==> src/rtl/core/mmsl_pkg.sv <==
`timescale 1ns / 1ps
// ----------------------------------------------------------------------------
// mmsl_pkg
// shared widths and constants for the multi-motor slew limiter
// ----------------------------------------------------------------------------
package mmsl_pkg;

    localparam int MOTORS    = 8;
    localparam int NUM_REGS  = 8;
    localparam int MOTOR_W   = 3;
    localparam int PWM_W     = 8;
    localparam int STEP_W    = 7;
    localparam int CFG_IDX_W = 3;

    // widened pwm for the step arithmetic, one guard bit
    typedef logic signed [PWM_W:0]   t_wide;
    typedef logic signed [PWM_W-1:0] t_pwm;
    typedef logic [STEP_W-1:0]       t_step;
    typedef logic [MOTOR_W-1:0]      t_motor;

    localparam t_wide PWM_EDGE_LOW  = 9'sd10;
    localparam t_wide PWM_EDGE_HIGH = 9'sd90;
    localparam t_wide PWM_FULL      = 9'sd127;

    localparam logic CMD_SET  = 1'b0;
    localparam logic CMD_TICK = 1'b1;

endpackage

==> src/rtl/core/mmsl_in_if.sv <==
`timescale 1ns / 1ps
// ----------------------------------------------------------------------------
// mmsl_in_if
// request channel: set-target and tick transactions
// ----------------------------------------------------------------------------
interface mmsl_in_if;
    logic                        valid;
    logic                        ready;
    logic                        cmd;
    logic [mmsl_pkg::MOTOR_W-1:0] motor_sel;
    logic signed [mmsl_pkg::PWM_W-1:0] target_pwm;
    logic                        bailout;

    modport source (output valid, cmd, motor_sel, target_pwm, bailout, input ready);
    modport sink   (input valid, cmd, motor_sel, target_pwm, bailout, output ready);
endinterface

==> src/rtl/core/mmsl_out_if.sv <==
`timescale 1ns / 1ps
// ----------------------------------------------------------------------------
// mmsl_out_if
// result channel: one drive value per motor transaction
// ----------------------------------------------------------------------------
interface mmsl_out_if;
    logic                        valid;
    logic                        ready;
    logic [mmsl_pkg::MOTOR_W-1:0] motor_out;
    logic signed [mmsl_pkg::PWM_W-1:0] drive_pwm;
    logic                        last_motor;

    modport source (output valid, motor_out, drive_pwm, last_motor, input ready);
    modport sink   (input valid, motor_out, drive_pwm, last_motor, output ready);
endinterface

==> src/rtl/core/mmsl_cfg_if.sv <==
`timescale 1ns / 1ps
// ----------------------------------------------------------------------------
// mmsl_cfg_if
// configuration write channel for the per-motor slew steps
// ----------------------------------------------------------------------------
interface mmsl_cfg_if;
    logic                          valid;
    logic                          ready;
    logic [mmsl_pkg::CFG_IDX_W-1:0] index;
    logic [mmsl_pkg::STEP_W-1:0]    data;

    modport source (output valid, index, data, input ready);
    modport sink   (input valid, index, data, output ready);
endinterface

==> src/rtl/core/multi_motor_slew_limiter.sv <==
`timescale 1ns / 1ps
// ----------------------------------------------------------------------------
// multi_motor_slew_limiter
// per-motor pwm slew limiter with dead-band skip, one shared update unit
// ----------------------------------------------------------------------------
// usage
//   i_in  : request transactions. cmd set stores a saturated target for one
//           motor; cmd tick walks every motor in turn
//   o_out : one result transaction per motor on a tick, motor 0 first,
//           last_motor marks the final one; a set request gives no result
//   i_cfg : writes slew step i for motor i, always ready, take it while idle
//   timing: the shared update unit handles one motor per cycle while the
//           output register is free or being emptied; an accepted tick
//           moves the sequencer into its run state and each result is then
//           registered in the output register; after a set request the
//           input stays ready for the next request
//   i_in.ready is low while a tick is walking the motors; a new request may
//           be accepted while the final result still waits in the output
//           register
//   a stall on o_out freezes the walk: the output register holds its result
//           and the next motor is only computed once it is taken
//   reset : targets and present values clear to zero, all steps become 15,
//           no result pending
// ----------------------------------------------------------------------------
module multi_motor_slew_limiter (
    input  logic       i_clk,
    input  logic       i_rst_n,
    mmsl_in_if.sink    i_in,
    mmsl_out_if.source o_out,
    mmsl_cfg_if.sink   i_cfg
);
    import mmsl_pkg::*;

    typedef enum logic [1:0] {
        S_IDLE = 2'b01,
        S_RUN  = 2'b10
    } t_state;

    // sequencer
    t_state r_state, n_state;
    t_motor r_idx;
    logic   r_bail;

    // state tables and step registers
    t_pwm  r_target  [MOTORS];
    t_pwm  r_present [MOTORS];
    t_step r_step    [NUM_REGS];

    // output register
    logic   r_out_valid;
    t_motor r_out_motor;
    t_pwm   r_out_pwm;
    logic   r_out_last;

    logic  w_in_acc;
    logic  w_load;
    logic  w_last;
    t_wide w_now, w_req, w_stp, w_base, w_sum, w_next;
    logic  w_rise, w_fall;
    t_pwm  w_drive;
    t_pwm  w_set_tgt;
    logic  w_sel_ok;

    assign i_in.ready  = (r_state == S_IDLE);
    assign i_cfg.ready = 1'b1;
    assign w_in_acc    = i_in.valid && i_in.ready;

    // advance when the output register is free or being emptied this cycle
    assign w_load = (r_state == S_RUN) && (!r_out_valid || o_out.ready);
    assign w_last = (r_idx == t_motor'(MOTORS - 1));

    // set request: saturate -128 and drop selects past the motor count
    assign w_set_tgt = (i_in.target_pwm == t_pwm'(-128)) ? t_pwm'(-127) : i_in.target_pwm;
    assign w_sel_ok  = ({1'b0, i_in.motor_sel} < (MOTOR_W + 1)'(MOTORS));

    // shared update unit: zone jump, then step and clamp to the target
    always_comb begin
        w_now  = t_wide'(r_present[r_idx]);
        w_req  = t_wide'(r_target[r_idx]);
        w_stp  = t_wide'({2'b00, r_step[r_idx]});
        w_rise = (w_req > w_now);
        w_fall = (w_req < w_now);
        if (w_now < -PWM_EDGE_HIGH) begin
            w_base = w_rise ? -PWM_EDGE_HIGH : -PWM_FULL;
        end else if ((w_now <= PWM_EDGE_LOW) && (w_now >= -PWM_EDGE_LOW)) begin
            w_base = w_rise ? PWM_EDGE_LOW : -PWM_EDGE_LOW;
        end else if (w_now > PWM_EDGE_HIGH) begin
            w_base = w_rise ? PWM_FULL : PWM_EDGE_HIGH;
        end else begin
            w_base = w_now;
        end
        w_sum = w_rise ? (w_base + w_stp) : (w_base - w_stp);
        if (w_rise) begin
            w_next = (w_req < w_sum) ? w_req : w_sum;
        end else if (w_fall) begin
            w_next = (w_req > w_sum) ? w_req : w_sum;
        end else begin
            w_next = w_now;
        end
        // bailout forces every output to zero
        w_drive = r_bail ? '0 : w_next[PWM_W-1:0];
    end

    // next state
    always_comb begin
        n_state = r_state;
        unique case (r_state)
            S_IDLE: begin
                if (w_in_acc && (i_in.cmd == CMD_TICK)) n_state = S_RUN;
            end
            S_RUN: begin
                if (w_load && w_last) n_state = S_IDLE;
            end
            default: n_state = S_IDLE;
        endcase
    end

    // control registers
    always_ff @(posedge i_clk) begin
        if (!i_rst_n) begin
            r_state     <= S_IDLE;
            r_idx       <= '0;
            r_bail      <= 1'b0;
            r_out_valid <= 1'b0;
        end else begin
            r_state <= n_state;
            if (w_in_acc && (i_in.cmd == CMD_TICK)) begin
                r_bail <= i_in.bailout;
                r_idx  <= '0;
            end else if (w_load) begin
                r_idx <= w_last ? '0 : r_idx + t_motor'(1);
            end
            if (w_load) begin
                r_out_valid <= 1'b1;
            end else if (o_out.ready) begin
                r_out_valid <= 1'b0;
            end
        end
    end

    // tables and step registers
    always_ff @(posedge i_clk) begin
        if (!i_rst_n) begin
            for (int i = 0; i < MOTORS; i++) begin
                r_target[i]  <= '0;
                r_present[i] <= '0;
            end
            for (int i = 0; i < NUM_REGS; i++) begin
                r_step[i] <= t_step'(15);
            end
        end else begin
            if (i_cfg.valid && i_cfg.ready) begin
                r_step[i_cfg.index] <= i_cfg.data;
            end
            if (w_in_acc && (i_in.cmd == CMD_SET) && w_sel_ok) begin
                r_target[i_in.motor_sel] <= w_set_tgt;
            end
            if (w_load) begin
                r_present[r_idx] <= w_drive;
                if (r_bail) r_target[r_idx] <= '0;
            end
        end
    end

    // output payload
    always_ff @(posedge i_clk) begin
        if (w_load) begin
            r_out_motor <= r_idx;
            r_out_pwm   <= w_drive;
            r_out_last  <= w_last;
        end
    end

    assign o_out.valid      = r_out_valid;
    assign o_out.motor_out  = r_out_motor;
    assign o_out.drive_pwm  = r_out_pwm;
    assign o_out.last_motor = r_out_last;

    // checks
    a_last_on_final_motor: assert property (@(posedge i_clk) disable iff (!i_rst_n)
        o_out.valid |-> (o_out.last_motor == (o_out.motor_out == t_motor'(MOTORS - 1))))
        else $error("last marker not on the final motor");

    a_idle_idx_zero: assert property (@(posedge i_clk) disable iff (!i_rst_n)
        (r_state == S_IDLE) |-> (r_idx == '0))
        else $error("motor index not rewound at end of walk");

    a_no_minus_128: assert property (@(posedge i_clk) disable iff (!i_rst_n)
        o_out.valid |-> (o_out.drive_pwm != t_pwm'(-128)))
        else $error("drive value outside the saturated range");

endmodule
==> src/flat_wrapper.sv <==
// flat-port wrapper written by rule: the top's interface ports become plain ports
module multi_motor_slew_limiter_flat import mmsl_pkg::*;
  (i_clk, i_rst_n, i_in_valid, i_in_cmd, i_in_motor_sel, i_in_target_pwm, i_in_bailout, i_in_ready, o_out_valid, o_out_motor_out, o_out_drive_pwm, o_out_last_motor, o_out_ready, i_cfg_valid, i_cfg_index, i_cfg_data, i_cfg_ready);
  mmsl_in_if i_in_i ();
  mmsl_out_if o_out_i ();
  mmsl_cfg_if i_cfg_i ();
  input  logic i_clk;
  input  logic i_rst_n;
  input wire logic [$bits(i_in_i.valid)-1:0] i_in_valid;
  input wire logic [$bits(i_in_i.cmd)-1:0] i_in_cmd;
  input wire logic [$bits(i_in_i.motor_sel)-1:0] i_in_motor_sel;
  input wire logic [$bits(i_in_i.target_pwm)-1:0] i_in_target_pwm;
  input wire logic [$bits(i_in_i.bailout)-1:0] i_in_bailout;
  output wire logic [$bits(i_in_i.ready)-1:0] i_in_ready;
  output wire logic [$bits(o_out_i.valid)-1:0] o_out_valid;
  output wire logic [$bits(o_out_i.motor_out)-1:0] o_out_motor_out;
  output wire logic [$bits(o_out_i.drive_pwm)-1:0] o_out_drive_pwm;
  output wire logic [$bits(o_out_i.last_motor)-1:0] o_out_last_motor;
  input wire logic [$bits(o_out_i.ready)-1:0] o_out_ready;
  input wire logic [$bits(i_cfg_i.valid)-1:0] i_cfg_valid;
  input wire logic [$bits(i_cfg_i.index)-1:0] i_cfg_index;
  input wire logic [$bits(i_cfg_i.data)-1:0] i_cfg_data;
  output wire logic [$bits(i_cfg_i.ready)-1:0] i_cfg_ready;
  assign i_in_i.valid = i_in_valid;
  assign i_in_i.cmd = i_in_cmd;
  assign i_in_i.motor_sel = i_in_motor_sel;
  assign i_in_i.target_pwm = i_in_target_pwm;
  assign i_in_i.bailout = i_in_bailout;
  assign i_in_ready = i_in_i.ready;
  assign o_out_valid = o_out_i.valid;
  assign o_out_motor_out = o_out_i.motor_out;
  assign o_out_drive_pwm = o_out_i.drive_pwm;
  assign o_out_last_motor = o_out_i.last_motor;
  assign o_out_i.ready = o_out_ready;
  assign i_cfg_i.valid = i_cfg_valid;
  assign i_cfg_i.index = i_cfg_index;
  assign i_cfg_i.data = i_cfg_data;
  assign i_cfg_ready = i_cfg_i.ready;
  multi_motor_slew_limiter u_core (.i_clk(i_clk), .i_rst_n(i_rst_n), .i_in(i_in_i), .o_out(o_out_i), .i_cfg(i_cfg_i));
endmodule
==> config.mk <==
export PLATFORM = sky130hd
export DESIGN_NAME = multi_motor_slew_limiter_flat
export DESIGN_NICKNAME = d
export VERILOG_FILES = /design/src/rtl/core/mmsl_pkg.sv /design/src/rtl/core/mmsl_in_if.sv /design/src/rtl/core/mmsl_out_if.sv /design/src/rtl/core/mmsl_cfg_if.sv /design/src/rtl/core/multi_motor_slew_limiter.sv /design/src/flat_wrapper.sv
export SDC_FILE = /design/constraint.sdc
export NUM_CORES = 1
export LEC_CHECK = 0
export BUFFER_PORTS_ARGS = -buffer_cell sky130_fd_sc_hd__clkbuf_2
export CORE_MARGIN = 10
export CORE_UTILIZATION = 58
export DETAILED_ROUTE_END_ITERATION = 8
export GPL_TIMING_DRIVEN = 0
export PLACE_DENSITY = 0.79
export SLEW_MARGIN = 20
export SYNTH_ARGS = -nofsm -noshare
export SYNTH_HDL_FRONTEND = slang
export SYNTH_SLANG_ARGS = --single-unit
==> constraint.sdc <==
create_clock -name i_clk -period 20 [get_ports i_clk]
set_input_delay 4 -clock i_clk [delete_from_list [all_inputs] [get_ports i_clk]]
set_output_delay 4 -clock i_clk [all_outputs]
set_load 0.02 [all_outputs]
==> out/qor.txt, run 1 <==
Post-CTS Setup Inserts = 0
Routability cong. = 0.928
P per Cell Area = 93.0 mW/mm^2
Worst setup EP type = flip-flop
WP data arrival = 9.63 ns
Ys async rst share = 0
Final antenna-violating net count = 0
Post-Syn Area per Cell = 12.7 um^2
Post-DP HPWL = 18800 um
Mapped Cells = 854
Largest net degree at the start of global routing = 18
Synthesized area = 0.0108 mm^2
Worst setup path category = reg2reg
FP Rows = 49
Max Fclk = 0.106 GHz
Setup ws final = 10.57 ns
Flop2flop setup slack = 10.57 ns
Worst vdd ir = 0.0821 mV
Final worst-path cycle share = 0.471
Netlist cell types = 70
CP max stage delay = 0.66 ns
Area Overhead vs Synth = 10.8%
Share of layout cells above drive strength 1 = 0.175
Die area = 0.0245 mm^2
Hold Crit Depth = 0
Register area share after synthesis = 0.563
Crit path max fanout = 10
Total clock sinks = 206
Vias in the first global route = 7314
Fin. Hold Viols = 0
Drt first-iter violations = 661
Post-CTS Hold Fix Bufs = 0
Tmin final = 9.43 ns
Vias post-DR = 7477
Most frequent cells in the layout = edfxtp_1, nor2_1, nand2_1
Worst slew pin tran = 1.05 ns
Synth Warn # = 0
Die Wd = 157 um
Top FF cell, synth = edfxtp_1
Placeable Area = 0.0181 mm^2
WL final = 25800 um
Initial core utilization = 0.596
I/O pin count = 43
GRT Util Overall = 0.210
Rel. slew slack = 0.297
CTS-repair resized insts = 0
Final hold slack = 0.467 ns
Data required, critical path = 20.21 ns
Crit start category = flip-flop
Antenna cell count = 0
Final TNS setup = 0 ns
Seq. cell area = 0.00609 mm^2
Total power = 1120 uW
Post-synthesis register bit count = 206
Layout Nets = 982
TritonCTS Buffers = 21
CTS tree = done
Pre-antenna DRT Iters = 7
# DRC = 0
Min-delay worst type = reg2reg
Input/output buffers = 41
Grt ovf = 0
Clock transition at the registers of the reported paths = 0.06 ns
Final setup fails = 0
H-tree levels = 1
Post-synth EDFFs = 196
Multi-input gate area = 0.00447 mm^2
Global-route wire length before repair = 40200 um
R2R cell count = 33
Max-cap check violation count = 0
CTS Buffer Depth = 3
Die extent in y = 157 um
Via density = 6.40
Antenna violations before repair = 0
Leakage = 0.00425 uW
Clk_skew = 0.0108 ns
Syn Nets = 911
Worst-Skew Late Latency = 0.50 ns
Fill cells = 1302
Routed WL per cell = 22.1 um
Most common cell after layout, fill and taps aside = edfxtp_1
Reg2reg end = u_core.o_out.drive_pwm[4]
Max-slew violations = 0
Placed insts = 1131
WHS Endpoint = u_core.o_out.motor_out[1]
Unrepaired setup endpoints after global routing = no
Min-delay src = u_core.r_idx[1]
Setup WS pre-CTS = 10.76 ns
Clk root buf = clkbuf_16
Finished Layout Cells = 1168
Status = complete, no violations
Slowest CP cell = or4b_2
final cells by class:
class	count	area share
Sequential cell	206	0.508
Clock inverter	11	0.00699
Tap cell	229	0.0239
Buffer	37	0.0153
Timing Repair Buffer	48	0.0215
Inverter	19	0.00605
Multi-Input combinational cell	592	0.373
Clock buffer	26	0.0454
how the worst max path moves through the flow:
stage                   start                        end  slack, ns
finish              flip-flop  u_core.o_out.drive_pwm[4]      10.57
global placement    flip-flop  u_core.o_out.drive_pwm[4]      10.85
CTS                 flip-flop  u_core.o_out.drive_pwm[4]      10.70
detailed placement  flip-flop  u_core.o_out.drive_pwm[4]      10.76
global route        flip-flop  u_core.o_out.drive_pwm[4]      10.14
floorplan           flip-flop  u_core.o_out.drive_pwm[4]      12.45
cell families (layout without fill, tap and decap cells):
family	Yosys count	count (layout)	share of synthesized area
adders and majority gates	29	29	0.0342
xor gates and xnor gates	11	11	0.00891
buffers and inverters	56	141	0.0237
AOI/OAI and AO/OA	142	142	0.0902
other	1	1	0.000347
muxes	82	82	0.133
and+or+nand+nor	327	327	0.147
DFF	206	206	0.563
layer usage:
metal | wire, um | vias up | track usage | share of wire
met2 | 12700 | 375 | 0.347 | 0.49
li1 | - | 3408 | - | -
met3 | 2080 | 54 | 0.0291 | 0.081
met1 | 10300 | 3640 | 0.283 | 0.40
met4 | 678 | 0 | 0.0656 | 0.026
met5 | 0 | - | 0 | 0
cell usage after synthesis, drive strengths merged (3+ instances only):
cell type	instances	area, um^2
inv	17	63.8
mux4	42	961
nor2	109	412
o31ai	4	71.3
nor3	39	195
o41ai	9	78.8
xor2	5	43.8
xnor2	6	52.6
edfxtp	196	5890
or2	4	25.0
nand2b	26	163
and2	28	175
nand2	53	199
a221oi	3	32.5
a21oi	46	241
o311ai	3	41.3
o211ai	4	35.0
or3	18	113
a21o	4	30.0
dfxtp	10	200
o22ai	5	31.3
mux2i	35	417
clkbuf	18	67.6
ha	28	350
nor4	3	18.8
and3	5	31.3
nor2b	11	68.8
buf	19	116
mux2	5	56.3
nand3	18	90.1
o21ai	45	225
nand4	5	31.3
power breakdown:
part	switching [uW]	internal, uW	total, uW
clock	157	207	364
combinational	173	80.4	253
sequential	4.76	492	497
total	335	780	1120
registers in the layout, summed over array words and instances (netlist names), named ones only:
name,flops
u_core.o_out.motor_out,3
u_core.o_out.last_motor,1
u_core.r_target,64
u_core.r_present,64
u_core.r_bail,1
u_core.r_step,56
u_core.o_out.valid,1
u_core.r_idx,3
u_core.r_state,2
u_core.o_out.drive_pwm,8
through the flow:
stage	cell area, um^2	utilization
after global routing	12000	0.661
after global placement	11300	0.623
after floorplan	10800	-
final	12000	0.661
after CTS	12000	0.661
after detailed placement	11400	0.626
critical path: cells and delay by family, from the launching register on:
kind            cells  cell delay, ns
compound gates     10            2.59
buf+inv            10            2.43
simple gates        5            1.45
fa+ha+maj           4            1.30
mux                 2            0.71
flops               1            0.33
xor+xnor            2            0.31
Power figures use the tool's default switching activity.
==> inputs of run 2 (changes only) <==
==> constraint.sdc (replaced) <==
create_clock -name i_clk -period 9.4 [get_ports i_clk]
set_input_delay 1.88 -clock i_clk [delete_from_list [all_inputs] [get_ports i_clk]]
set_output_delay 1.88 -clock i_clk [all_outputs]
set_load 0.02 [all_outputs]
==> run 2 against run 1 <==
  * Routed wire length increased by 1.3%
  * Combinational power up 140%
  * Flip-flop and latch count stayed put
  * Clock skew up 0.0012 ns
  * Worst hold slack hardly changed
  * Total power rose by 120%
  * Cell area up 0.92%
  * Sequential power increased by 110%
  * Critical path type unchanged
  * Critical endpoint is now u_core.r_present[0][7]
  * Largest cell class unchanged
  * Largest power group unchanged
  * Highest routed layer unchanged
==> out/qor.txt, run 2 (synthesized netlist as in run 1, its figures left out) <==
Reg2reg end = u_core.r_present[0][7]
Vias in the first global route = 7314
Most common cell after layout, fill and taps aside = edfxtp_1
# DRC = 0
Final antenna-violating net count = 0
Input/output buffers = 41
Post-CTS Hold Fix Bufs = 0
Worst slew pin tran = 1.12 ns
Via density = 6.40
Die extent in y = 157 um
Die Wd = 157 um
Tmin final = 8.89 ns
Fin. Hold Viols = 0
Share of layout cells above drive strength 1 = 0.182
H-tree levels = 1
Post-DP HPWL = 18800 um
Max Fclk = 0.113 GHz
Antenna violations before repair = 0
Largest regs = u_core.r_present: 64 flops, u_core.r_target: 64 flops, u_core.r_step: 56 flops
Flop2flop setup slack = 0.51 ns
Most frequent cells in the layout = edfxtp_1, nor2_1, nand2_1
Crit path max fanout = 19
Worst setup path category = reg2reg
Final TNS setup = 0 ns
Clk_skew = 0.0121 ns
FP Rows = 49
Drt first-iter violations = 777
Rel. slew slack = 0.249
Area Overhead vs Synth = 11.9%
Worst setup EP type = flip-flop
Grt ovf = 0
Global-route wire length before repair = 40200 um
Vias post-DR = 7480
Leakage = 0.00427 uW
Worst-Skew Late Latency = 0.50 ns
Pre-antenna DRT Iters = 5
Placeable Area = 0.0181 mm^2
Routed WL per cell = 22.4 um
Largest net degree at the start of global routing = 18
Max-slew violations = 0
Unrepaired setup endpoints after global routing = no
Crit start category = flip-flop
I/O pin count = 43
Final worst-path cycle share = 0.945
Status = complete, no violations
Worst vdd ir = 0.175 mV
Max-cap check violation count = 0
Min-delay worst type = reg2reg
CP max stage delay = 0.66 ns
GRT Util Overall = 0.210
Total clock sinks = 206
WP data arrival = 9.11 ns
Layout Nets = 983
Die area = 0.0245 mm^2
P per Cell Area = 201 mW/mm^2
TritonCTS Buffers = 21
WL final = 26100 um
R2R cell count = 32
Clk root buf = clkbuf_16
Data required, critical path = 9.63 ns
CTS Buffer Depth = 3
Final hold slack = 0.466 ns
Initial core utilization = 0.596
CTS tree = done
Antenna cell count = 0
Final setup fails = 0
Routability cong. = 0.928
Slowest CP cell = or4b_2
Clock transition at the registers of the reported paths = 0.06 ns
Crit path to = u_core.r_present[0][7]
[run 2: cell types whose count changed in the layout (fill, tap and decap cells not counted), sizes merged]
cell	before	now
buf	26	25
clkbuf	85	86
o211ai	4	5
[run 2: worst min-delay path by stage]
stage               slack [ns]       startpoint  cells after the start                   endpoint
CTS                       0.47  u_core.r_idx[1]                      0  u_core.o_out.motor_out[1]
floorplan                 0.43  u_core.r_idx[1]                      0  u_core.o_out.motor_out[1]
finish                    0.47  u_core.r_idx[1]                      0  u_core.o_out.motor_out[1]
detailed placement        0.45  u_core.r_idx[1]                      0  u_core.o_out.motor_out[1]
global placement          0.45  u_core.r_idx[1]                      0  u_core.o_out.motor_out[1]
global route              0.47  u_core.r_idx[1]                      0  u_core.o_out.motor_out[1]
[run 2: final cells by class]
type                            instances  area, um^2
Inverter                               19        72.6
Tap cell                              229         287
Clock buffer                           26         544
Clock inverter                         11        83.8
Multi-Input combinational cell        593        4550
Fill cell                            1286        6050
Timing Repair Buffer                   50         298
Sequential cell                       206        6090
Buffer                                 35         178
[run 2: through the flow]
stage / util / power (uW) / worst slack (ns) / cell area, um^2 / instances
final: 0.667 / 2430 / 0.513 / 12100 / 1169
after CTS: 0.661 / 2370 / 0.0970 / 12000 / 1168
after floorplan: - / 1460 / 1.85 / 10800 / 854
after global routing: 0.667 / 2530 / 0.107 / 12100 / 1169
after global placement: 0.623 / 1590 / 0.250 / 11300 / 1124
after detailed placement: 0.626 / 1600 / 0.164 / 11400 / 1131
[run 2: critical path, delay by kind of cell, from the launching register on]
family,cells,cell delay [ns]
flip-flops,1,0.33
XOR/XNOR,2,0.31
AO/OA/AOI/OAI,9,2.23
buffers and inverters,9,2.08
adder cells (fa/ha/maj),4,1.32
AND/OR/NAND/NOR,6,1.63
multiplexers,2,0.68
[run 2: what timing repair did]
| action | in CTS | in global routing |
|---|---|---|
| endpoints found under the setup margin | 0 | 72 |
| gates resized for setup | 0 | 13 |
| setup buffers | 0 | 2 |
[run 2: where the power goes]
part / total, uW / internal (uW) / switching [uW]
clock: 774 / 440 / 333
sequential: 1060 / 1050 / 10.1
combinational: 602 / 205 / 397
[run 2: metal layers]
layer,vias up,part of all wire,GRT usage
met1,3606,0.39,0.283
met5,-,0,0
met2,394,0.49,0.347
li1,3416,-,-
met3,64,0.084,0.0291
met4,0,0.033,0.0656
